`src/rtl/core/bb3_pkg.sv`:
```
`timescale 1ns / 1ps
// ----------------------------------------------------------------------------
// bb3_pkg
// Shared constants, codes and stage types of the 3x3 RGB box blur.
// ----------------------------------------------------------------------------
package bb3_pkg;

	localparam int WIDTH  = 1024;
	localparam int HEIGHT = 768;
	localparam int TOTAL  = WIDTH * HEIGHT;

	// slot counter covers a whole frame plus its drain tail
	localparam int PW = $clog2(TOTAL + WIDTH + 2);
	localparam int XW = $clog2(WIDTH);
	localparam int YW = $clog2(HEIGHT);

	// nine 8-bit samples sum to at most 2295
	localparam int SW = 12;

	// x / 9 == (x * 7282) >> 16 for every x below 4096
	localparam int            RW     = 14;
	localparam logic [RW-1:0] RECIP9 = 14'd7282;
	localparam int            RSH    = 16;
	localparam int            PRW    = SW + RW;

	localparam logic [7:0] ALPHA = 8'hFF;

	// result queue
	localparam int FD  = 8;
	localparam int FAW = $clog2(FD);
	localparam int FCW = $clog2(FD + 1);

	typedef enum logic {
		OP_PIXEL = 1'b0,
		OP_DRAIN = 1'b1
	} op_t;

	typedef logic [23:0] rgb_t;

	typedef struct packed {
		logic          en;
		logic [XW-1:0] addr;
	} rd_req_t;

	typedef struct packed {
		logic          push;
		logic          emit;
		rgb_t          rgb;
		logic [XW-1:0] col;
		logic [XW-1:0] x;
		logic [YW-1:0] y;
		logic          last;
	} slot_t;

	typedef struct packed {
		logic          emit;
		logic [SW-1:0] rs;
		logic [SW-1:0] gs;
		logic [SW-1:0] bs;
		logic [XW-1:0] x;
		logic [YW-1:0] y;
		logic          last;
	} sum_t;

	typedef struct packed {
		logic        frame_end;
		logic [9:0]  row;
		logic [9:0]  col;
		logic [31:0] color;
	} res_t;

endpackage

```
`src/rtl/core/bb3_out_fifo.sv`:
```
`timescale 1ns / 1ps
// ----------------------------------------------------------------------------
// bb3_out_fifo
// Register queue that decouples the blur pipeline from the result channel.
// ----------------------------------------------------------------------------
module bb3_out_fifo (
	input  logic                    clk,
	input  logic                    arst_n,
	input  logic                    wr_en,
	input  bb3_pkg::res_t           wr_data,
	input  logic                    rd_en,
	output logic                    rd_valid,
	output bb3_pkg::res_t           rd_data,
	output logic [bb3_pkg::FCW-1:0] count
);

	bb3_pkg::res_t           buf_q [bb3_pkg::FD];
	logic [bb3_pkg::FAW-1:0] wp_q;
	logic [bb3_pkg::FAW-1:0] rp_q;
	logic [bb3_pkg::FCW-1:0] cnt_q;
	logic                    pop;

	assign rd_valid = cnt_q != '0;
	assign rd_data  = buf_q[rp_q];
	assign count    = cnt_q;
	assign pop      = rd_en && rd_valid;

	always_ff @(posedge clk) begin
		if (wr_en)
			buf_q[wp_q] <= wr_data;
	end

	always_ff @(posedge clk or negedge arst_n) begin
		if (!arst_n) begin
			wp_q  <= '0;
			rp_q  <= '0;
			cnt_q <= '0;
		end else begin
			if (wr_en)
				wp_q <= wp_q + 1'b1;
			if (pop)
				rp_q <= rp_q + 1'b1;
			case ({wr_en, pop})
				2'b10:   cnt_q <= cnt_q + 1'b1;
				2'b01:   cnt_q <= cnt_q - 1'b1;
				default: cnt_q <= cnt_q;
			endcase
		end
	end

	property p_no_overflow;
		@(posedge clk) disable iff (!arst_n)
		(cnt_q == bb3_pkg::FCW'(bb3_pkg::FD)) |-> (!wr_en || pop);
	endproperty
	a_no_overflow: assert property (p_no_overflow)
		else $error("result queue overflow");

endmodule

```
`config.mk`:
```
export PLATFORM = sky130hd
export DESIGN_NAME = bb3_out_fifo
export DESIGN_NICKNAME = d
export VERILOG_FILES = /design/src/rtl/core/bb3_pkg.sv /design/src/rtl/core/bb3_out_fifo.sv
export SDC_FILE = /design/constraint.sdc
export NUM_CORES = 1
export LEC_CHECK = 0
export ABC_AREA = 1
export BUFFER_PORTS_ARGS = -buffer_cell sky130_fd_sc_hd__buf_2
export CAP_MARGIN = 20
export CORE_AREA = 2 2 213 215
export DETAILED_ROUTE_END_ITERATION = 12
export DIE_AREA = 0 0 215 217
export GPL_TIMING_DRIVEN = 0
export PLACE_DENSITY = 0.57
export SLEW_MARGIN = 40
export SYNTH_ARGS = -nofsm -noshare
export SYNTH_HDL_FRONTEND = slang
export SYNTH_SLANG_ARGS = --single-unit
export TNS_END_PERCENT = 10
```
`constraint.sdc`:
```
create_clock -name clk -period 8.95 [get_ports clk]
set_input_delay 0.4475 -clock clk [delete_from_list [all_inputs] [get_ports clk]]
set_output_delay 0.4475 -clock clk [all_outputs]
set_load 0.005 [all_outputs]
```
# After elaboration in Yosys (flattened, before gate mapping)
# Memories as Yosys holds them, arrays and structs flattened.
# Cells that the tools add are included.
[totals] n_memories=1 output_inout_bits=58 register_bits=10 mem_bits_rw=424 elab_cells=16 input_bits=57
[mem_list] memory="buf_q" words=8 width=53 read_ports=1 rd_ports_with_merged_regs=0 wr=1 line="bb3_out_fifo.sv:17" text="bb3_pkg::res_t buf_q [bb3_pkg::FD];"
[classes] mux=3 n_reduce_logical=3 n_eq_ne=2 addsub=4
[op_table] op="4-bit one-hot mux with 2 select lines" n=1
[op_table] op="3-bit by 1-bit adder with 3-bit output (second input constant)" n=2
[op_table] op="4-bit by 1-bit adder with 4-bit output (second input constant)" n=1
[op_table] op="4-bit nonzero test" n=1
[op_table] op="4-bit by 1-bit subtractor with 4-bit output (second input constant)" n=1
[op_table] op="2-bit by 1-bit equality test with 1-bit output (second input constant)" n=1
[op_table] op="2-bit equality test (second input constant)" n=1
[op_table] op="1-bit 2-to-1 mux" n=2
[op_table] op="2-bit nonzero test" n=1
[op_table] op="1-bit logical AND" n=1

# Depth between registers and ports, before layout
[logic_depth] depth_word=4 ltp_mapped=13 depth_no_buf=13

# Least setup slack after synthesis
# No wires, ideal clock.
[synth_path] path_type="input port to flip-flop" startpoint="input port wr_en" endpoint="memory buf_q[0][0] (netlist name), enable pin" n_path_buf=0 t_arrival_ns=3.048 setup_slack_ns=5.438 setup_ns=0.464 path_stages=3 t_required_ns=8.486 path_cell_list="inv_1 or2_2 nor2_1"
[synth_via] elab_chain_cells=2
[synth_rtl] element="start, declared" line="bb3_out_fifo.sv:9" text="input logic wr_en,"
[synth_rtl] element="1-bit 2-to-1 mux" line="bb3_out_fifo.sv:29" text="if (wr_en)"
[synth_rtl] element="1-bit 2-to-1 mux (implied by the code)" line="bb3_out_fifo.sv:30" text="buf_q[wp_q] <= wr_data;"
[synth_rtl] element="end, declared" line="bb3_out_fifo.sv:17"
# Every way passes these cells.

==> impl_results.md <==
- Status: finished, final reports clean
- Worst-path clk slew: 0.06 ns
- Period utilisation layout: 35.1%
- DRC violations left: 0
- Nature of the critical path endpoint: primary output
- Met2 routed WL: 21200 um
- Vias in the first global route: 10900
- Cell count along the critical path: 8
- Vias per std cell: 4.98
- FP Rows: 78
- Register area share after synthesis: around three quarters
- Critical Path End: rd_data[0]
- CP Class: register to primary output
- Pin count of the biggest net entering global routing: 18
- Wire length of the first global-routing pass: 65600 um
- Post-Place Setup Slack: 6.35 ns
- DRT iter0 DRCs: 667
- Worst Max-Slew Pin Slew: just over 0.7 ns
- Worst min-delay path class: input port to register
- Diodes inserted: 0
- Slowest-stage cell, CP: dfrtp_1
- Clk buf depth: 3
- Global placement routability congestion: approximately 0.73
- Ports: 115
- Peak supply drop: between 0.15 and 0.2 mV
- Final ANT Viol Nets: 0
- Area grow syn2layout: 20.6%
- Die ar.: roughly 47000 um2
- CP Buf/Inv Count: 3
- Reg2Reg Launch Point: wp_q[0]
- Clock sinks: 434
- Clock Skews: approximately 0.013 ns
- Slew Limit Fails: 0
- Post-route setup slack: 5.81 ns
- Wire per inst: 19.5 um
- CP Cell Sequence: buf_2 > buf_1 > nor2_1 > o21ai_1 > o21ai_1 > nand2_1 > nand2_1 > buf_2
- Via count: roughly 11000
- CP top delay family: buffers and inverters
- Die W: 215 um
- Max Freq: 318 MHz
- R2R depth: 5
- Worst R2R Setup Slack: 6.80 ns
- Synthesized net count: between 1000 and 1500
- Multi-input logic area: 3750 um2
- H-Tree Depth: 2
- TritonCTS buffer count: 46
- Flops & latches, synth: 434
- IO Port Bufs: between 100 and 150
- Uppermost routed layer: met5
- WL met3: 2130 um
- Post-route minimum period: 3.14 ns
- Skew-Pair Late Insertion Delay: 0.57 ns
- RSZ-0062 raised after global routing: false
- Chip Height: 217 um
- Cells after Synth: 1379
- Slew HR: 51.8%
- TritonCTS clock tree: yes
- Post-CTS Resized: 0
- Mapped Avg Cell Area: 12.4 um2
- Static Leak: 0.00729 uW
- CP Max Fanout: 10
- Power per Cell Area: 336 nW/um2
- Worst setup startpoint: rp_q[1]
- Ys Warns: 0
- Post-Syn Area: around 17000 um2
- Critical Path Source Type: register
- Seq. cell area: 13000 um2
- Drt first pass iters: 5
- WL met1: between 15000 and 20000 um
- Initial antenna violation count: 4
- Synth cell types: 20
- Max cap viols: 0
- Placeable core region: 44700 um2
- Fill cells: around 4100
- Total Neg Setup Slack: 0 ns
- WP data arrival: 2.70 ns
- Final setup violation count: 0
- Biggest area consumer among synthesized cells: edfxtp_1
- Synth area leaders: edfxtp_1, nor2_1, o21ai_0
- Max stage delay on crit path: 0.56 ns
- FF-to-FF End: buf_q[1][23]
- GR Util All Layers: 18.5%
- Initial Util: about two fifths
- HPWL Detailed: between 20000 and 30000 um
- Detailed Route WL: 43100 um
- # nets final: 1630
- Layout cell share with drive strength beyond 1: 15.4%
- Req. time, crit path: 8.50 ns
- Fin. Hold Viols: 0
- Yosys top cell area share: between 70% and 80%
- Remaining Overflow, GRT: 0
- Root buffer cell: clkbuf_16
-- layer usage --
layer / GRT usage [%] / up-vias
met3: 3.49 / 67
met5: 0 / -
met1: 24.6 / 5378
li1: - / 5261
met2: 31.6 / 262
met4: 4.64 / 6
-- synth_stat cells --
cell and count:
edfxtp_1 424, nor2_1 329, nand2_1 184, o21ai_0 164
o21ai_1 157, clkbuf_1 39, buf_2 19, buf_6 11
inv_1 11, buf_1 10, dfrtp_1 10, ha_1 5
nand3_1 4, xor2_1 4, inv_2 2, xnor2_1 2
a21oi_1 1, buf_8 1, nand3b_1 1, or2_2 1
-- area by class of cell --
cell class	instances	area share, %
Buffer	80	2.02
Clock buffer	61	6.15
Clock inverter	24	1.65
Inverter	13	0.236
Multi-Input combinational cell	852	18.1
Sequential cell	434	62.8
Tap cell	600	3.63
Timing Repair Buffer	141	5.36
-- flip-flops by register name, summed over array words and instances, names as in the netlist --
| register | flops |
|---|---|
| wp_q | 3 |
| count | 4 |
| rp_q | 3 |
| buf_q | 424 |
-- worst min path at each step --
stage | end | cells past startpoint | start
final | wp_q[1] | 2 | wr_en
after global routing | buf_q[0][33] | 1 | wr_data[33]
after CTS | wp_q[1] | 2 | wr_en
after detailed placement | count[0] | 1 | arst_n
after global placement | count[0] | 1 | arst_n
after floorplan | count[0] | 0 | arst_n
-- where the power goes --
part | switching [uW] | internal [uW]
sequential | 66.0 | 2460
clock | 770 | 1260
combinational | 1610 | 787
-- metrics by stage --
stage	std cells	utilization (%)	hold WS [ns]	area, um2	total power, uW
after floorplan	1379	-	0.152	17100	3950
after global placement	2093	41.3	0.329	18500	4910
after detailed placement	2119	42.6	0.337	19000	5000
after CTS	2205	46.2	0.117	20700	7040
after global routing	2205	46.2	0.136	20700	7380
final	2205	46.2	0.146	20700	6950
-- cells in the final DEF, fill, tap and decap left out, types with 9 or more instances in the layout --
| cell type | netlist | layout |
|---|---|---|
| buf_6 | 11 | 11 |
| buf_2 | 19 | 133 |
| buf_16 | 0 | 11 |
| nor2_1 | 329 | 321 |
| clkbuf_1 | 39 | 51 |
| edfxtp_1 | 424 | 424 |
| dfrtp_1 | 10 | 10 |
| clkbuf_16 | 0 | 49 |
| o21ai_0 | 164 | 164 |
| buf_8 | 1 | 16 |
| buf_1 | 10 | 10 |
| o21ai_1 | 157 | 157 |
| nand2_1 | 184 | 184 |
| bufinv_16 | 0 | 9 |
| inv_1 | 11 | 11 |
-- kinds of logic after synthesis --
family	Yosys count	synth area share, %
AO/OA/AOI/OAI	322	9.40
XOR/XNOR	6	0.307
adder cells (fa/ha/maj)	5	0.365
buffers and inverters	93	2.72
flip-flops	434	75.8
AND/OR/NAND/NOR	519	11.4
-- timing repair --
| item | CTS | global route |
|---|---|---|
| hold endpoints to repair | 10 | 0 |
| hold buffers | 1 | 0 |
| setup buffers | 0 | 0 |
| setup endpoints to repair | 0 | 0 |
(Power assumes the default switching activity.)
