--- src/rtl/core/bb3_pkg.sv ---
`timescale 1ns / 1ps
// ----------------------------------------------------------------------------
// bb3_pkg
// Shared constants, codes and stage types of the 3x3 RGB box blur.
// ----------------------------------------------------------------------------
package bb3_pkg;

	localparam int WIDTH  = 1024;
	localparam int HEIGHT = 768;
	localparam int TOTAL  = WIDTH * HEIGHT;

	// slot counter covers a whole frame plus its drain tail
	localparam int PW = $clog2(TOTAL + WIDTH + 2);
	localparam int XW = $clog2(WIDTH);
	localparam int YW = $clog2(HEIGHT);

	// nine 8-bit samples sum to at most 2295
	localparam int SW = 12;

	// x / 9 == (x * 7282) >> 16 for every x below 4096
	localparam int            RW     = 14;
	localparam logic [RW-1:0] RECIP9 = 14'd7282;
	localparam int            RSH    = 16;
	localparam int            PRW    = SW + RW;

	localparam logic [7:0] ALPHA = 8'hFF;

	// result queue
	localparam int FD  = 8;
	localparam int FAW = $clog2(FD);
	localparam int FCW = $clog2(FD + 1);

	typedef enum logic {
		OP_PIXEL = 1'b0,
		OP_DRAIN = 1'b1
	} op_t;

	typedef logic [23:0] rgb_t;

	typedef struct packed {
		logic          en;
		logic [XW-1:0] addr;
	} rd_req_t;

	typedef struct packed {
		logic          push;
		logic          emit;
		rgb_t          rgb;
		logic [XW-1:0] col;
		logic [XW-1:0] x;
		logic [YW-1:0] y;
		logic          last;
	} slot_t;

	typedef struct packed {
		logic          emit;
		logic [SW-1:0] rs;
		logic [SW-1:0] gs;
		logic [SW-1:0] bs;
		logic [XW-1:0] x;
		logic [YW-1:0] y;
		logic          last;
	} sum_t;

	typedef struct packed {
		logic        frame_end;
		logic [9:0]  row;
		logic [9:0]  col;
		logic [31:0] color;
	} res_t;

endpackage

--- src/rtl/core/bb3_ctrl.sv ---
`timescale 1ns / 1ps
// ----------------------------------------------------------------------------
// bb3_ctrl
// Slot and output position counters; decodes each beat into a line store
// read and a stage-1 slot.
// ----------------------------------------------------------------------------
module bb3_ctrl (
	input  logic             clk,
	input  logic             arst_n,
	input  logic             accept,
	input  bb3_pkg::op_t     opcode,
	input  logic [31:0]      pixel,
	output bb3_pkg::rd_req_t req,
	output bb3_pkg::slot_t   slot_s1
);

	logic [bb3_pkg::PW-1:0] in_pos_q;
	logic [bb3_pkg::XW-1:0] in_col_q;
	logic [bb3_pkg::XW-1:0] out_x_q;
	logic [bb3_pkg::YW-1:0] out_y_q;

	logic tail;
	logic push;
	logic emit;
	logic last;

	assign tail = in_pos_q >= bb3_pkg::PW'(bb3_pkg::TOTAL);
	assign push = accept && (tail || opcode == bb3_pkg::OP_PIXEL);
	assign emit = push && (tail || in_pos_q >= bb3_pkg::PW'(bb3_pkg::WIDTH + 1));
	assign last = (out_x_q == bb3_pkg::XW'(bb3_pkg::WIDTH - 1)) &&
	              (out_y_q == bb3_pkg::YW'(bb3_pkg::HEIGHT - 1));

	assign req.en   = push;
	assign req.addr = in_col_q;

	always_ff @(posedge clk or negedge arst_n) begin
		if (!arst_n) begin
			in_pos_q <= '0;
			in_col_q <= '0;
			out_x_q  <= '0;
			out_y_q  <= '0;
		end else if (push) begin
			if (emit && last) begin
				// frame done: restart all positions
				in_pos_q <= '0;
				in_col_q <= '0;
				out_x_q  <= '0;
				out_y_q  <= '0;
			end else begin
				in_pos_q <= in_pos_q + 1'b1;
				in_col_q <= (in_col_q == bb3_pkg::XW'(bb3_pkg::WIDTH - 1)) ?
				            '0 : in_col_q + 1'b1;
				if (emit) begin
					if (out_x_q == bb3_pkg::XW'(bb3_pkg::WIDTH - 1)) begin
						out_x_q <= '0;
						out_y_q <= out_y_q + 1'b1;
					end else begin
						out_x_q <= out_x_q + 1'b1;
					end
				end
			end
		end
	end

	always_ff @(posedge clk or negedge arst_n) begin
		if (!arst_n) begin
			slot_s1 <= '0;
		end else begin
			slot_s1.push <= push;
			slot_s1.emit <= emit;
			if (push) begin
				// tail beats shift in black
				slot_s1.rgb  <= tail ? '0 : pixel[31:8];
				slot_s1.col  <= in_col_q;
				slot_s1.x    <= out_x_q;
				slot_s1.y    <= out_y_q;
				slot_s1.last <= last;
			end
		end
	end

	property p_pos_bound;
		@(posedge clk) disable iff (!arst_n)
		in_pos_q <= bb3_pkg::PW'(bb3_pkg::TOTAL + bb3_pkg::WIDTH + 1);
	endproperty
	a_pos_bound: assert property (p_pos_bound)
		else $error("slot counter ran past the drain tail");

endmodule

--- config.mk ---
export PLATFORM = sky130hd
export DESIGN_NAME = bb3_ctrl
export DESIGN_NICKNAME = d
export VERILOG_FILES = /design/src/rtl/core/bb3_pkg.sv /design/src/rtl/core/bb3_ctrl.sv
export SDC_FILE = /design/constraint.sdc
export NUM_CORES = 1
export LEC_CHECK = 0
export ABC_AREA = 0
export ABC_CLOCK_PERIOD_IN_PS = 5900
export BUFFER_PORTS_ARGS = -buffer_cell sky130_fd_sc_hd__clkbuf_2
export CAP_MARGIN = 10
export CORE_MARGIN = 5
export CORE_UTILIZATION = 61
export CTS_BUF_LIST = sky130_fd_sc_hd__clkbuf_2
export DETAILED_ROUTE_END_ITERATION = 10
export GPL_TIMING_DRIVEN = 1
export PLACE_DENSITY = 0.88
export SYNTH_ARGS = -nofsm -noshare
export SYNTH_HDL_FRONTEND = slang
export SYNTH_SLANG_ARGS = --single-unit
--- constraint.sdc ---
create_clock -name clk -period 5.9 [get_ports clk]
set_input_delay 1.77 -clock clk [delete_from_list [all_inputs] [get_ports clk]]
set_output_delay 1.77 -clock clk [all_outputs]
set_load 0.01 [all_outputs]
[Word-level counts from Yosys, hierarchy flattened]
Index checks and enable logic that the tools add are counted.
Operators by class
  $mul: 0
  bitwise logic cells: 1
  shift operators: 0
  equality and inequality tests: 3
  add/subtract/negate cells: 4
  magnitude comparators: 2
  muxes and demuxes: 10
  divide/modulo/power cells: 0
  reductions and logical operators: 10
Operator list (count)
  10-bit two-way mux: 8
  10-bit by 1-bit adder with 10-bit output (second input constant): 3
  10-bit equality test (second input constant): 3
  24-bit two-way mux: 1
  20-bit by 1-bit adder with 20-bit output (second input constant): 1
  20-bit by 11-bit >= comparator with 1-bit output (second input constant): 1
  20-bit >= comparator (second input constant): 1
  20-bit two-way mux: 1
  1-bit logical AND: 4
  2-bit nonzero test: 2
  3-bit AND reduction: 1
  1-bit logical OR: 2
  2-bit AND reduction: 1
  1-bit inverter: 1
Word-level totals
  latch bits: 0
  input bits: 36
  ROM bits: 0
  flip-flop bits (word level): 107
  memories kept: 0
  logic and storage cells: 41
  bits in writable memories: 0

[Logic depth before layout (Yosys ltp)]
  depth after elaboration: 7
  depth in mapped cells: 8
  gate-level depth less buffers: 7

[Worst setup path before layout]
OpenSTA, ideal clock, no wires.
  path kind: input-to-output
  start point: input opcode
  end point: output req[10] in the netlist's numbering
  stages: 6
  arrival: 2861 ps
  path slack: 1269 ps
  cells stage by stage: a21bo_2 > nand2_1 > clkinv_1 > buf_2 > buf_1 > buf_4
On the way
  longest elaborated chain between the ends: 3
Ends and longest elaborated chain
  start: declaration: RTL line bb3_ctrl.sv:11  | input bb3_pkg::op_t opcode,
  1-bit inverter: RTL line bb3_ctrl.sv:28  | assign push = accept && (tail || opcode == bb3_pkg::OP_PIXEL);
  1-bit logical OR: RTL line bb3_ctrl.sv:28
  1-bit logical AND: RTL line bb3_ctrl.sv:28
  end: declaration: RTL line bb3_ctrl.sv:13  | output bb3_pkg::rd_req_t req,
No other way between the ends.

==> metrics <==
most common cell in the synthesized netlist nand2_1; Worst Min Path Start slot_s1[50]; Wirelength per Cell between 10 and 15 um; pins over their slew limit 0; die height 99.1 um; CP max stage cell a21bo_2; area grow syn2layout 12.8%; Reg-to-Reg Start in_pos_q[18]; placed cell area approximately 5400 um2; num rows 32; Post-synth top flop dfrtp_1; routed vias/inst roughly 5.6; Gate Count Post-Synth 513; TritonCTS clock tree built; Seq/Total Area, Yosys 0.553; first-pass GRT wire length roughly 18000 um; CP max stage delay between 0.2 and 0.25 ns; Post-Syn Area approximately 4800 um2; delay-heaviest family, CP buffers and inverters; clk buf depth 2; CP Launch Type input port; top post-synthesis cells by area dfrtp_1 55%, nand2_1 13%, nand3_1 3.9%, nor2_1 2.7%, xnor2_1 2.7%; Reg clk slew, reported paths around 0.25 ns; fin area about 5500 um2; worst skew pair latency a little under 0.6 ns; Setup TNS Final 0 ns; nets@finish about 640; largest net degree at the start of global routing 72; final setup fails 0; worst hold-check slack 0.508 ns; postcts setup bufs 0; register bit total from synthesis around 110; WP buf/inv 3; Final ANT Viol Nets 0; Post-synth EDFFs 0; Die Area roughly 9800 um2; ys async rst share 1.00; Fin. Hold Viols 0; crit path time final between 4 and 5 ns; vias in the first global route 3777; Total Routing Usage GR 0.219; Final Util 0.707; Mapped Nets roughly 560; Static Leak ~2.9 nW; worst path required time about 4.1 ns; routed wire length ~10000 um; CTS buffer count 9; H-tree depth 3; area share of the leading cell type in the synthesized netlist 0.553; Port Buf Inserts 95; Worst Max-Slew Pin Slew 0.835 ns; hold buffer count at CTS 0; IO Count approximately 100; Clock Sinks roughly 110; Yosys top cell by area dfrtp_1; Initial Util 0.626; Max-slew headroom 0.443; routed vias 3957; Hold WC Path Type reg2reg; ratio of final minimum period to clock period 0.697; Die Wd ~99 um; Filler Cells Inserted roughly 570; Ys Warns 0; crit-path max FO 3; layout cells sized above 1 0.220; Synth Area per Inst approximately 9.4 um2; WP data arrival about 2.3 ns; status complete, no violations; max-cap violations 0; DP HPWL between 7000 and 8000 um; grt ovf 0; gp weighted congestion approximately 0.86; P per Cell Area approximately 250 nW/um2; most frequent CP cell clkbuf_2; diode count 0; post-cts gate resize count 0; Worst Skew ~0.032 ns; initial antenna violation count 0; CP Capture Type primary output; worst vdd ir approximately 0.14 mV; Pre-Repair DR Iteration Count 5; DRC 0; FMAX 0.243 GHz; First DRT Iteration DRCs between 200 and 250; most frequent cells after synthesis 166 x nand2_1, 107 x dfrtp_1, 38 x nand3_1; CTS root buffer clkbuf_2; RSZ-0062 raised after global routing false; CP Class in2out; core box area roughly 7700 um2; cells along the critical path clkbuf_2, a21bo_2, nand2_2, inv_2, clkbuf_2; Design Power between 1 and 1.5 mW; Critical Path Start opcode; Yosys cell types 53
## where the power goes
part / internal, mW / total, mW / switching, mW / leakage [nW]
registers: 0.798 / 0.863 / 0.0646 / 1.42
logic: 0.0854 / 0.215 / 0.130 / 1.38
clock network: 0.0628 / 0.312 / 0.249 / 0.0596
## cell type report
type                    count  area (um2)  area share
flip-flops and latches    107        2680       0.490
clock inverters             6        50.0     0.00916
inverters                  10        37.5     0.00687
multi-input cells         374        2020       0.370
clock buffers              10        50.0     0.00916
well taps                 102         128      0.0234
repair buffers             98         500      0.0916
## cells by family after synthesis
| group | Yosys count | synth area share |
|---|---|---|
| AO/OA/AOI/OAI | 43 | 0.0672 |
| flip-flops | 107 | 0.553 |
| XOR/XNOR | 30 | 0.0543 |
| adder cells (fa/ha/maj) | 6 | 0.0155 |
| multiplexers | 1 | 0.00233 |
| AND/OR/NAND/NOR | 294 | 0.277 |
| buffers and inverters | 32 | 0.0302 |
## flip-flops by register name (all words and copies together), names as in the netlist
register,count
out_x_q,10
in_col_q,10
in_pos_q,20
out_y_q,10
slot_s1,57
## final timing paths
kind / endpoint / slack (ns) / cells after the start
worst max-delay path: req[10] / 1.79 / 5
worst min-delay path: slot_s1[50] / 0.51 / 2
worst max register to register: in_pos_q[0] / 3.26 / 7
worst min register to register: slot_s1[50] / 0.51 / 2
max in group asynchronous: slot_s1[46] / 3.64 / 2
min in group asynchronous: slot_s1[4] / 1.22 / 1
## cell usage in the layout, fill, tap and decap left out, types with 3 or more instances in the layout
| master | n |
|---|---|
| a21oi_1 | 6 |
| and3_1 | 3 |
| and4_1 | 3 |
| buf_4 | 4 |
| clkbuf_2 | 104 |
| dfrtp_1 | 107 |
| ha_1 | 6 |
| inv_1 | 9 |
| nand2_1 | 165 |
| nand3_1 | 38 |
| nand4_1 | 9 |
| nor2_1 | 35 |
| nor3_1 | 15 |
| nor4_1 | 3 |
| o21ai_0 | 13 |
| o31ai_1 | 6 |
| o41ai_1 | 3 |
| or3_1 | 5 |
| xnor2_1 | 15 |
| xor2_1 | 15 |
## layer usage
| layer | vias up | part of all wire | track usage |
|---|---|---|---|
| met1 | 1931 | 0.41 | 0.289 |
| li1 | 1890 | - | - |
| met3 | 17 | 0.058 | 0.0432 |
| met2 | 119 | 0.52 | 0.367 |
| met4 | 0 | 0.014 | 0.0704 |
| met5 | - | 0 | 0 |
## through the flow
stage / worst slack, ns / cells
finish: 1.79 / 707
global placement: 1.79 / 691
CTS: 1.79 / 707
floorplan: 1.27 / 513
detailed placement: 1.79 / 691
global route: 1.74 / 707
## worst register-to-register path: stages (launching register included)
cell      delay (ns)
dfrtp_1         0.50
a21bo_2         0.20
nand2_2         0.07
inv_2           0.08
buf_4           0.59
o2111a_1        0.87
or3_1           0.20
o21ai_1         0.06
Note: power is estimated with default switching activity, not from simulation.
