### src/rtl/core/bb3_pkg.sv
`timescale 1ns / 1ps
// ----------------------------------------------------------------------------
// bb3_pkg
// Shared constants, codes and stage types of the 3x3 RGB box blur.
// ----------------------------------------------------------------------------
package bb3_pkg;

	localparam int WIDTH  = 1024;
	localparam int HEIGHT = 768;
	localparam int TOTAL  = WIDTH * HEIGHT;

	// slot counter covers a whole frame plus its drain tail
	localparam int PW = $clog2(TOTAL + WIDTH + 2);
	localparam int XW = $clog2(WIDTH);
	localparam int YW = $clog2(HEIGHT);

	// nine 8-bit samples sum to at most 2295
	localparam int SW = 12;

	// x / 9 == (x * 7282) >> 16 for every x below 4096
	localparam int            RW     = 14;
	localparam logic [RW-1:0] RECIP9 = 14'd7282;
	localparam int            RSH    = 16;
	localparam int            PRW    = SW + RW;

	localparam logic [7:0] ALPHA = 8'hFF;

	// result queue
	localparam int FD  = 8;
	localparam int FAW = $clog2(FD);
	localparam int FCW = $clog2(FD + 1);

	typedef enum logic {
		OP_PIXEL = 1'b0,
		OP_DRAIN = 1'b1
	} op_t;

	typedef logic [23:0] rgb_t;

	typedef struct packed {
		logic          en;
		logic [XW-1:0] addr;
	} rd_req_t;

	typedef struct packed {
		logic          push;
		logic          emit;
		rgb_t          rgb;
		logic [XW-1:0] col;
		logic [XW-1:0] x;
		logic [YW-1:0] y;
		logic          last;
	} slot_t;

	typedef struct packed {
		logic          emit;
		logic [SW-1:0] rs;
		logic [SW-1:0] gs;
		logic [SW-1:0] bs;
		logic [XW-1:0] x;
		logic [YW-1:0] y;
		logic          last;
	} sum_t;

	typedef struct packed {
		logic        frame_end;
		logic [9:0]  row;
		logic [9:0]  col;
		logic [31:0] color;
	} res_t;

endpackage

### src/rtl/core/bb3_scale.sv
`timescale 1ns / 1ps
// ----------------------------------------------------------------------------
// bb3_scale
// Divides the three channel sums by nine and packs the result beat.
// ----------------------------------------------------------------------------
module bb3_scale (
	input  bb3_pkg::sum_t sum_s3,
	output bb3_pkg::res_t res
);

	function automatic logic [7:0] div9(input logic [bb3_pkg::SW-1:0] s);
		logic [bb3_pkg::PRW-1:0] p;
		p = bb3_pkg::PRW'(s) * bb3_pkg::PRW'(bb3_pkg::RECIP9);
		return p[bb3_pkg::RSH +: 8];
	endfunction

	assign res.color     = {div9(sum_s3.rs), div9(sum_s3.gs), div9(sum_s3.bs), bb3_pkg::ALPHA};
	assign res.col       = 10'(sum_s3.x);
	assign res.row       = 10'(sum_s3.y);
	assign res.frame_end = sum_s3.last;

endmodule

### config.mk
export PLATFORM = sky130hd
export DESIGN_NAME = bb3_scale
export DESIGN_NICKNAME = d
export VERILOG_FILES = /design/src/rtl/core/bb3_pkg.sv /design/src/rtl/core/bb3_scale.sv
export SDC_FILE = /design/constraint.sdc
export NUM_CORES = 1
export LEC_CHECK = 0
export BUFFER_PORTS_ARGS = -buffer_cell sky130_fd_sc_hd__buf_4
export CORE_ASPECT_RATIO = 0.75
export CORE_MARGIN = 1.5
export CORE_UTILIZATION = 30
export DETAILED_ROUTE_END_ITERATION = 6
export PLACE_DENSITY = 0.49
export SLEW_MARGIN = 20
export SYNTH_ARGS = -nofsm -noshare
export SYNTH_HDL_FRONTEND = slang
export SYNTH_SLANG_ARGS = --single-unit
### constraint.sdc
create_clock -name vclk -period 10.8
set_input_delay 2.16 -clock vclk [all_inputs]
set_output_delay 2.16 -clock vclk [all_outputs]
set_load 0.1 [all_outputs]
Word level (Yosys, flattened, before mapping)
Cells that the tools add are included.
Cells by class
  $mul: 3
Operators with widths (count)
  $mul A12 B12 Y23 const B: 3
Word-level totals
  register bits: 0
  bits of input ports: 58
  output and inout port bits: 53
  logic and storage cells: 3

Depth between registers and ports, before layout
Gate-level depths: netlist (run 1).
  word-level depth: 1
  depth in mapped cells: 18
  mapped depth without buffers: 18

Worst setup path before layout (run 1)
OpenSTA, ideal clock, no wires.
  path kind: input to output
  start point: input sum_s3[52] (netlist bit)
  end point: output res[28] (netlist bit)
  buffers on the path: 0
  arrival time: 8094 ps
  cell stages on the path: 18
  path slack: 546 ps
  data required time: 8640 ps
  cells stage by stage: inv_1 -> fa_1 -> inv_1 -> ha_1 -> inv_1 -> fa_1 -> inv_1 -> fa_1 -> inv_1 -> fa_1 -> inv_1 -> ha_1 -> o21a_1 -> o21ai_0 -> or3_1 -> o221ai_1 -> a211oi_1 -> a211oi_1
RTL lines
  start: declaration: line bb3_scale.sv:7  | input bb3_pkg::sum_t sum_s3,
  end: declaration: line bb3_scale.sv:8  | output bb3_pkg::res_t res

==> out/metrics.csv, run 1 <==
stage,metric,value,unit
placement,hpwl dp,12700,µm
die,die height,129,µm
worst_setup_path,CP Max Fanout,4,
hold_path,WHS Endpoint,res[34],
final_layout,seq_cells,0,
synth,Synth cell types,44,
worst_setup_path,WP data arrival,7.06,ns
timing,Setup TNS Final,0,ns
global_routing,initial antenna violation count,0,
timing,relative slew slack,56.4,%
final_layout,"commonest non-fill, non-tap cell in the layout",ha_1,
timing,FMAX,0.108,GHz
final_layout,Layout Nets,1060,
route,Via Count,4314,
synth,post-synthesis sequential area ratio,0,%
final_layout,register area,0,µm²
timing,Slew @ Worst Pin,0.646,ns
final_layout,diodes inserted,0,
synth,Syn Area/Cell,9.34,µm²
die,Core ar.,20400,µm²
synth,synth top area cells,"ha_1, fa_1, inv_1, buf_4, xnor2_1",
die,Die Width,170,µm
timing,Final Hold Viols,0,
route,drt pass-1 iters,4,
placement,pre-CTS WS,1.59,ns
worst_setup_path,CP endpoint kind,primary output,
die,die footprint,21900,µm²
route,Routed WL,13300,µm
global_routing,Congestion Overflow GR,0,
global_routing,pin count of the biggest net entering global routing,7,
hold_path,WHS Path Cells,0,
final_layout,P&R area growth vs syn,9.69,%
route,post-route ant nets,0,
synth,"area leader, netlist",ha_1,
worst_setup_path,CP required,8.64,ns
worst_setup_path,CP Class,input port to primary output,
route,Routed wire per std cell,13.4,µm
clock_network,# resized after CTS,0,
placement,Routability Congestion,0.820,
timing,share of the clock period used by the worst path,85.4,%
worst_setup_path,Worst setup SP type,input port,
die,I/O pin cnt,111,
synth,Syn Std Cell Area,6310,µm²
final_layout,"commonest cells after routing, fill and taps aside","ha_1, inv_1, fa_1",
hold_path,Min-Delay Path Class,input port to primary output,
final_layout,Clock Buffer Count,0,
route,DRC viols,0,
global_routing,vias in the first global route,4431,
synth,warnings from Yosys,0,
die,FP Rows,45,
final_layout,fillcell total,2171,
route,DRT iter0 DRCs,167,
timing,max-slew violation count,0,
synth,Synth top area share,39.4,%
timing,unrepaired setup endpoints after global routing,no,
timing,min Tclk post-route,9.22,ns
synth,Cells after Synth,676,
clock_network,CTS Hold Bufs,0,
clock_network,Post-CTS Setup Inserts,0,
hold_path,hold path start,sum_s3[13],
die,Initial Util,30.9,%
timing,Final setup viols,0,
status,status,"finished, final reports clean",
final_layout,fraction of layout cells with a size suffix above 1,8.82,%
job,# Max-Cap Violations,0,
global_routing,total global-route track usage,12.8,%
timing,post-layout worst setup margin,1.58,ns
global_routing,first-pass GRT wire length,22600,µm
route,vias per cell,4.33,
placement,Buffers on Ports,60,
-- cell families (layout without fill, tap and decap cells) --
| logic type | count (synthesis) | after routing | share of synthesized area (%) |
|---|---|---|---|
| buffers and inverters | 203 | 234 | 13.8 |
| other | 1 | 8 | 0.0594 |
| adders and majority gates | 286 | 286 | 67.0 |
| AOI/OAI and AO/OA | 80 | 80 | 8.46 |
| and+or+nand+nor | 68 | 68 | 5.37 |
| xor gates and xnor gates | 38 | 38 | 5.27 |
-- per-stage QoR --
step | cells | utilization [%] | instance area, µm² | hold slack [ns]
after floorplan | 683 | - | 6340 | 4.53
after global placement | 996 | 33.9 | 6920 | 4.32
after detailed placement | 996 | 33.9 | 6920 | 4.32
after CTS | 996 | 33.9 | 6920 | 4.32
after global routing | 996 | 33.9 | 6920 | 4.32
final | 996 | 33.9 | 6920 | 4.32
-- cell type report --
cell class         count  area, µm²  area share [%]
well taps            282        353            5.10
multi-input cells    480       5470            79.0
repair buffers        60        450            6.51
inverters            174        653            9.43
-- cell usage after synthesis, drive strengths merged --
library cell and instances:
nor3 6, o311ai 1, nand4 4, nand3 8
or3 2, nand4b 1, o22ai 1, nand3b 1
nor4b 1, xor2 14, a21boi 1, and3 3
or3b 1, o21a 3, o21bai 2, a221o 1
nor2b 1, xnor2 24, a211oi 7, nor4 2
fa 87, conb 1, a2111oi 1, inv 174
a311oi 2, o21ai 10, a21o 8, o2111ai 2
nor2 6, buf 29, o31ai 1, and2 3
a211o 1, nand2 26, ha 199, o221ai 2
a32o 1, a31oi 3, nand2b 3, a21oi 26
a41o 1, o211ai 6
-- worst max-delay path, stage by stage --
cell	delay [ns]
buf_4	0.11
inv_1	0.08
fa_1	0.53
inv_1	0.04
ha_1	0.31
ha_1	0.33
fa_1	0.54
inv_1	0.06
fa_1	0.55
inv_1	0.05
ha_1	0.30
a21oi_1	0.37
nor3_1	0.09
o311ai_0	0.61
o221ai_1	0.25
nor2_1	0.16
xnor2_1	0.17
buf_4	0.33
-- layer usage --
metal  part of all wire (%)  wire, µm  global-route usage [%]  up-vias
met5                      0         0                       0        -
met4                      0         0                   0.156        0
met3                    3.5       467                   0.431        0
met2                     36      4740                    17.0       72
met1                     61      8120                    22.9     1988
li1                       -         -                       -     2254
-- how the worst max path moves through the flow --
stage	from	to	slack, ns	cells after the start
6_report	sum_s3[39]	res[23]	1.58	18
5_1_grt	sum_s3[39]	res[23]	1.32	18
4_1_cts	sum_s3[39]	res[23]	1.55	18
3_5_place_dp	sum_s3[39]	res[23]	1.59	18
3_3_place_gp	sum_s3[22]	res[14]	1.60	20
2_1_floorplan	sum_s3[52]	res[28]	0.55	18
Power of run 1 is left out: the tool's default activity adds up to more than one toggle a clock period on the data nets, which glitch-free logic cannot reach.
==> inputs of run 2 (changes only) <==
--- a/config.mk
+++ b/config.mk
@@ -5,6 +5,7 @@
 export SDC_FILE = /design/constraint.sdc
 export NUM_CORES = 1
 export LEC_CHECK = 0
+export ABC_AREA = 1
 export BUFFER_PORTS_ARGS = -buffer_cell sky130_fd_sc_hd__buf_4
 export CORE_ASPECT_RATIO = 0.75
 export CORE_MARGIN = 1.5
==> out/metrics.csv, run 2 <==
stage,metric,value,unit,change
clock_network,# resized after CTS,0,,unchanged
worst_setup_path,CP required,8.64,ns,about the same
synth,Syn Area/Cell,7.66,µm²,was 9.34 µm²
timing,FMAX,0.117,GHz,was 0.108 GHz
worst_setup_path,Crit-path slowest cell,fa_1,,was o311ai_0
hold_path,hold path start,sum_s3[19],,was sum_s3[13]
synth,Post-Synth Adder-Cell Area,58.0,%,was 67.0%
route,DRT iter0 DRCs,266,,was 167
global_routing,vias in the first global route,5985,,was 4431
placement,Routability Congestion,0.823,,was 0.820
worst_setup_path,crit-path most repeated cell,inv_1,,unchanged
timing,Setup TNS Final,0,ns,unchanged
synth,warnings from Yosys,0,,unchanged
timing,max-slew violation count,0,,unchanged
final_layout,fraction of layout cells with a size suffix above 1,8.18,%,was 8.82%
job,# Max-Cap Violations,0,,unchanged
global_routing,initial antenna violation count,0,,unchanged
hold_path,Min-Delay Path Class,input port to primary output,,unchanged
worst_setup_path,crit path cell chain,buf_4 -> inv_1 -> fa_1 -> inv_1 -> ha_1 -> inv_1 -> fa_1 -> inv_1 -> fa_1 -> inv_1 -> fa_1 -> inv_1 -> ha_1 -> nand2_1 -> inv_1 -> a21boi_1 -> nand2_1 -> nand2_1 -> nand4_1 -> nand2_1 -> buf_4,,was buf_4 -> inv_1 -> fa_1 -> inv_1 -> ha_1 -> ha_1 -> fa_1 -> inv_1 -> fa_1 -> inv_1 -> ha_1 -> a21oi_1 -> nor3_1 -> o311ai_0 -> o221ai_1 -> nor2_1 -> xnor2_1 -> buf_4
synth,Syn Std Cell Area,7290,µm²,was 6310 µm²
synth,Cells after Synth,952,,was 676
route,Routed wire per std cell,12.8,µm,was 13.4 µm
placement,Buffers on Ports,60,,unchanged
worst_setup_path,critical path's largest stage delay,0.53,ns,was 0.61 ns
synth,multiplexer area fraction after synthesis,0,%,unchanged
status,status,"finished, final reports clean",,unchanged
clock_network,Post-CTS Setup Inserts,0,,unchanged
timing,unrepaired setup endpoints after global routing,no,,unchanged
synth,Synth cell types,33,,was 44
final_layout,register area,0,µm²,unchanged
die,Core ar.,23900,µm²,was 20400 µm²
synth,post-synthesis simple-gate area fraction,18.1,%,was 5.37%
route,drt pass-1 iters,6,,was 4
die,I/O pin cnt,111,,unchanged
route,vias per cell,4.43,,was 4.33
worst_setup_path,Worst Setup SP,sum_s3[22],,was sum_s3[39]
synth,complex-gate fraction of the synthesized area,7.21,%,was 8.46%
final_layout,"commonest non-fill, non-tap cell in the layout",inv_1,,was ha_1
final_layout,Layout Nets,1336,,was 1060
final_layout,Final Cell Area,7930,µm²,was 6920 µm²
die,die footprint,25300,µm²,was 21900 µm²
route,Routed WL,16600,µm,was 13300 µm
final_layout,fillcell total,2598,,was 2171
timing,min Tclk post-route,8.53,ns,was 9.22 ns
synth,top-count cell post-synth,inv_1,,was ha_1
hold_path,WHS Path Cells,0,,unchanged
worst_setup_path,Worst setup SP type,input port,,unchanged
placement,hpwl dp,15800,µm,was 12700 µm
timing,Final Hold Viols,0,,unchanged
clock_network,CTS Hold Bufs,0,,unchanged
synth,synth top area cells,"ha_1, fa_1, inv_1, nand2_1, buf_4",,"was ha_1, fa_1, inv_1, buf_4, xnor2_1"
final_layout,P&R area growth vs syn,8.80,%,was 9.69%
die,die height,138,µm,was 129 µm
worst_setup_path,CP Max Fanout,4,,unchanged
global_routing,Congestion Overflow GR,0,,unchanged
worst_setup_path,CP Class,input port to primary output,,unchanged
route,DRC viols,0,,unchanged
final_layout,seq_cells,0,,unchanged
final_layout,"commonest cells after routing, fill and taps aside","inv_1, ha_1, nand2_1",,"was ha_1, inv_1, fa_1"
die,FP Rows,49,,was 45
timing,Final setup viols,0,,unchanged
placement,Placed Area,7930,µm²,was 6920 µm²
synth,largest family of logic cells by synthesized area,adder cells,,unchanged
synth,post-synthesis sequential area ratio,0,%,unchanged
hold_path,WHS Endpoint,res[40],,was res[34]
die,Initial Util,30.5,%,was 30.9%
final_layout,Clock Buffer Count,0,,unchanged
die,Die Width,183,µm,was 170 µm
final_layout,diodes inserted,0,,unchanged
global_routing,total global-route track usage,13.9,%,was 12.8%
synth,Synth top area share,34.2,%,was 39.4%
worst_setup_path,CP endpoint kind,primary output,,unchanged
synth,synth cell count leaders,"inv_1, ha_1, nand2_1",,"was ha_1, inv_1, fa_1"
timing,Hold Slack,4.32,ns,unchanged
final_layout,"non-filler cells, final",1296,,was 996
global_routing,pin count of the biggest net entering global routing,7,,unchanged
timing,share of the clock period used by the worst path,79.0,%,was 85.4%
route,Via Count,5735,,was 4314
final_layout,multi-input logic area,6250,µm²,was 5470 µm²
global_routing,first-pass GRT wire length,29100,µm,was 22600 µm
synth,"area leader, netlist",ha_1,,unchanged
route,post-route ant nets,0,,unchanged
synth,XOR/XNOR share of the synthesized area,1.92,%,was 5.27%
placement,dpl cells,1296,,was 996
worst_setup_path,WP data arrival,6.37,ns,was 7.06 ns
[run 2: cell types whose count changed in the layout (fill, tap and decap cells not counted), sizes merged, moves of 4 or more]
cell | previous run | this run
nand3 | 8 | 42
o211ai | 6 | 1
a21oi | 26 | 43
a21boi | 1 | 5
xnor2 | 24 | 3
o21bai | 2 | 11
nand2 | 26 | 186
inv | 174 | 226
nor2 | 6 | 50
a211oi | 7 | 0
[run 2: area by class of cell]
cell class	instances	share of cell area [%]
Timing Repair Buffer	60	5.68
Multi-Input combinational cell	703	78.8
Tap cell	306	4.83
Inverter	227	10.7
[run 2: worst max path at each step]
stage                          to  slack (ns)  depth (start not counted)
final                     res[15]        2.27                         21
after global routing      res[12]        1.99                         19
after detailed placement  res[12]        2.22                         19
after CTS                 res[12]        2.22                         19
after global placement    res[12]        2.23                         19
after floorplan           res[19]        1.66                         19
[run 2: per-layer routing]
metal / vias up / wire [µm] / GRT usage (%)
met5: - / 0 / 0
met4: 0 / 93 / 0.690
met3: 9 / 497 / 0.290
met2: 99 / 6310 / 20.3
met1: 2573 / 9670 / 23.3
li1: 3054 / - / -
[run 2: cells by family after synthesis]
family / Yosys count
adders and majority gates: 286
buffers and inverters: 256
other: 1
and+or+nand+nor: 304
AOI/OAI and AO/OA: 89
xor gates and xnor gates: 16
[run 2: metrics by stage]
step	utilization (%)	setup slack [ns]
final	33.2	2.27
after global routing	33.2	1.99
after CTS	33.2	2.22
after detailed placement	33.2	2.22
after global placement	33.2	2.23
after floorplan	-	1.66
[run 2: worst max-delay path: cells and delay by family]
| family | cells | cell delay (ns) |
|---|---|---|
| buf+inv | 9 | 0.77 |
| simple gates | 5 | 0.56 |
| compound gates | 1 | 0.18 |
| fa+ha+maj | 6 | 2.68 |
Power of run 2 is left out for the same reason.
==> inputs of run 3 (changes only) <==
==> constraint.sdc (replaced) <==
create_clock -name vclk -period 8.1
set_input_delay 1.62 -clock vclk [all_inputs]
set_output_delay 1.62 -clock vclk [all_outputs]
set_load 0.1 [all_outputs]
==> out/metrics.csv, run 3 (synthesized netlist as in run 2, its figures left out) <==
stage,metric,value,unit,change
status,status,"finished, final reports clean",,unchanged
die,I/O pin cnt,111,,unchanged
die,die footprint,25300,µm²,unchanged
final_layout,Clock Buffer Count,0,,unchanged
die,Core ar.,23900,µm²,unchanged
clock_network,CTS Hold Bufs,0,,unchanged
worst_setup_path,Worst setup SP type,input port,,unchanged
route,Via Count,5697,,was 5735
hold_path,WHS Path Cells,0,,unchanged
timing,Setup TNS Final,0,ns,unchanged
placement,Placed Area,7930,µm²,unchanged
die,Initial Util,30.5,%,unchanged
final_layout,"commonest non-fill, non-tap cell in the layout",inv_1,,unchanged
timing,unrepaired setup endpoints after global routing,no,,unchanged
worst_setup_path,WP depth,19,,was 21
global_routing,first-pass GRT wire length,28900,µm,was 29100 µm
final_layout,Layout Nets,1336,,unchanged
worst_setup_path,crit-path most repeated cell,inv_1,,unchanged
route,post-route ant nets,0,,unchanged
global_routing,Congestion Overflow GR,0,,unchanged
die,Die Width,183,µm,unchanged
job,# Max-Cap Violations,0,,unchanged
worst_setup_path,critical path's top delay family,adder cells,,unchanged
worst_setup_path,CP Class,input port to primary output,,unchanged
placement,Routability Congestion,0.824,,was 0.823
global_routing,vias in the first global route,5797,,was 5985
final_layout,"commonest cells after routing, fill and taps aside","inv_1, ha_1, nand2_1",,unchanged
worst_setup_path,CP Max Fanout,4,,unchanged
route,Routed WL,16500,µm,was 16600 µm
die,die height,138,µm,unchanged
clock_network,# resized after CTS,0,,unchanged
worst_setup_path,CP endpoint kind,primary output,,unchanged
placement,hpwl dp,15700,µm,was 15800 µm
timing,min Tclk post-route,7.50,ns,
worst_setup_path,WP data arrival,5.88,ns,was 6.37 ns
worst_setup_path,CP required,6.48,ns,was 8.64 ns
worst_setup_path,critical path's largest stage delay,0.53,ns,about the same
clock_network,Post-CTS Setup Inserts,0,,unchanged
final_layout,seq_cells,0,,unchanged
hold_path,Min-Delay Path Class,input port to primary output,,unchanged
final_layout,diodes inserted,0,,unchanged
route,DRT iter0 DRCs,235,,was 266
final_layout,multi-input logic area,6250,µm²,unchanged
route,vias per cell,4.40,,was 4.43
global_routing,total global-route track usage,13.8,%,was 13.9%
final_layout,register area,0,µm²,unchanged
route,drt pass-1 iters,4,,was 6
global_routing,initial antenna violation count,0,,unchanged
route,DRC viols,0,,unchanged
timing,FMAX,0.133,GHz,
route,Routed wire per std cell,12.7,µm,was 12.8 µm
timing,share of the clock period used by the worst path,92.6,%,
worst_setup_path,WP buf/inv,8,,was 9
worst_setup_path,Crit-path slowest cell,fa_1,,unchanged
timing,Final Hold Viols,0,,unchanged
final_layout,fraction of layout cells with a size suffix above 1,8.18,%,unchanged
final_layout,P&R area growth vs syn,8.80,%,unchanged
placement,Buffers on Ports,60,,unchanged
timing,max-slew violation count,0,,unchanged
worst_setup_path,crit path cell chain,buf_4 -> inv_1 -> fa_1 -> inv_1 -> ha_1 -> inv_1 -> fa_1 -> inv_1 -> fa_1 -> inv_1 -> fa_1 -> inv_1 -> ha_1 -> a21oi_1 -> o21ai_0 -> a21boi_1 -> nand3_1 -> nand2_1 -> buf_4,,was buf_4 -> inv_1 -> fa_1 -> inv_1 -> ha_1 -> inv_1 -> fa_1 -> inv_1 -> fa_1 -> inv_1 -> fa_1 -> inv_1 -> ha_1 -> nand2_1 -> inv_1 -> a21boi_1 -> nand2_1 -> nand2_1 -> nand4_1 -> nand2_1 -> buf_4
final_layout,Final Cell Area,7930,µm²,unchanged
global_routing,pin count of the biggest net entering global routing,7,,unchanged
timing,Final setup viols,0,,unchanged
final_layout,fillcell total,2636,,was 2598
die,FP Rows,49,,unchanged
## run 3: cell counts in the layout (fill, tap and decap cells not counted)
No cell type changed its count.
## run 3: final cells by class
class                           instances  share of cell area, %
Timing Repair Buffer                   60                   5.68
Tap cell                              306                   4.83
Inverter                              227                   10.7
Multi-Input combinational cell        703                   78.8
## run 3: layer usage
metal,track usage [%],wire length [µm],vias to the layer above
met5,0,0,-
li1,-,-,3056
met4,0.345,54,0
met2,19.8,6290,77
met3,0.711,504,7
met1,23.4,9660,2557
## run 3: stage by stage
stage / cells / hold WS, ns / utilization, % / setup slack (ns)
2_1_floorplan: 959 / 3.45 / - / 0.0380
3_3_place_gp: 1296 / 3.24 / 33.2 / 0.630
3_5_place_dp: 1296 / 3.24 / 33.2 / 0.596
4_1_cts: 1296 / 3.24 / 33.2 / 0.588
5_1_grt: 1296 / 3.24 / 33.2 / 0.320
6_report: 1296 / 3.24 / 33.2 / 0.603
## run 3: final timing paths
path                        from      end  slack [ns]
worst max-delay path  sum_s3[22]  res[12]        0.60
worst min-delay path  sum_s3[12]  res[33]        3.24
Power of run 3 is left out for the same reason.
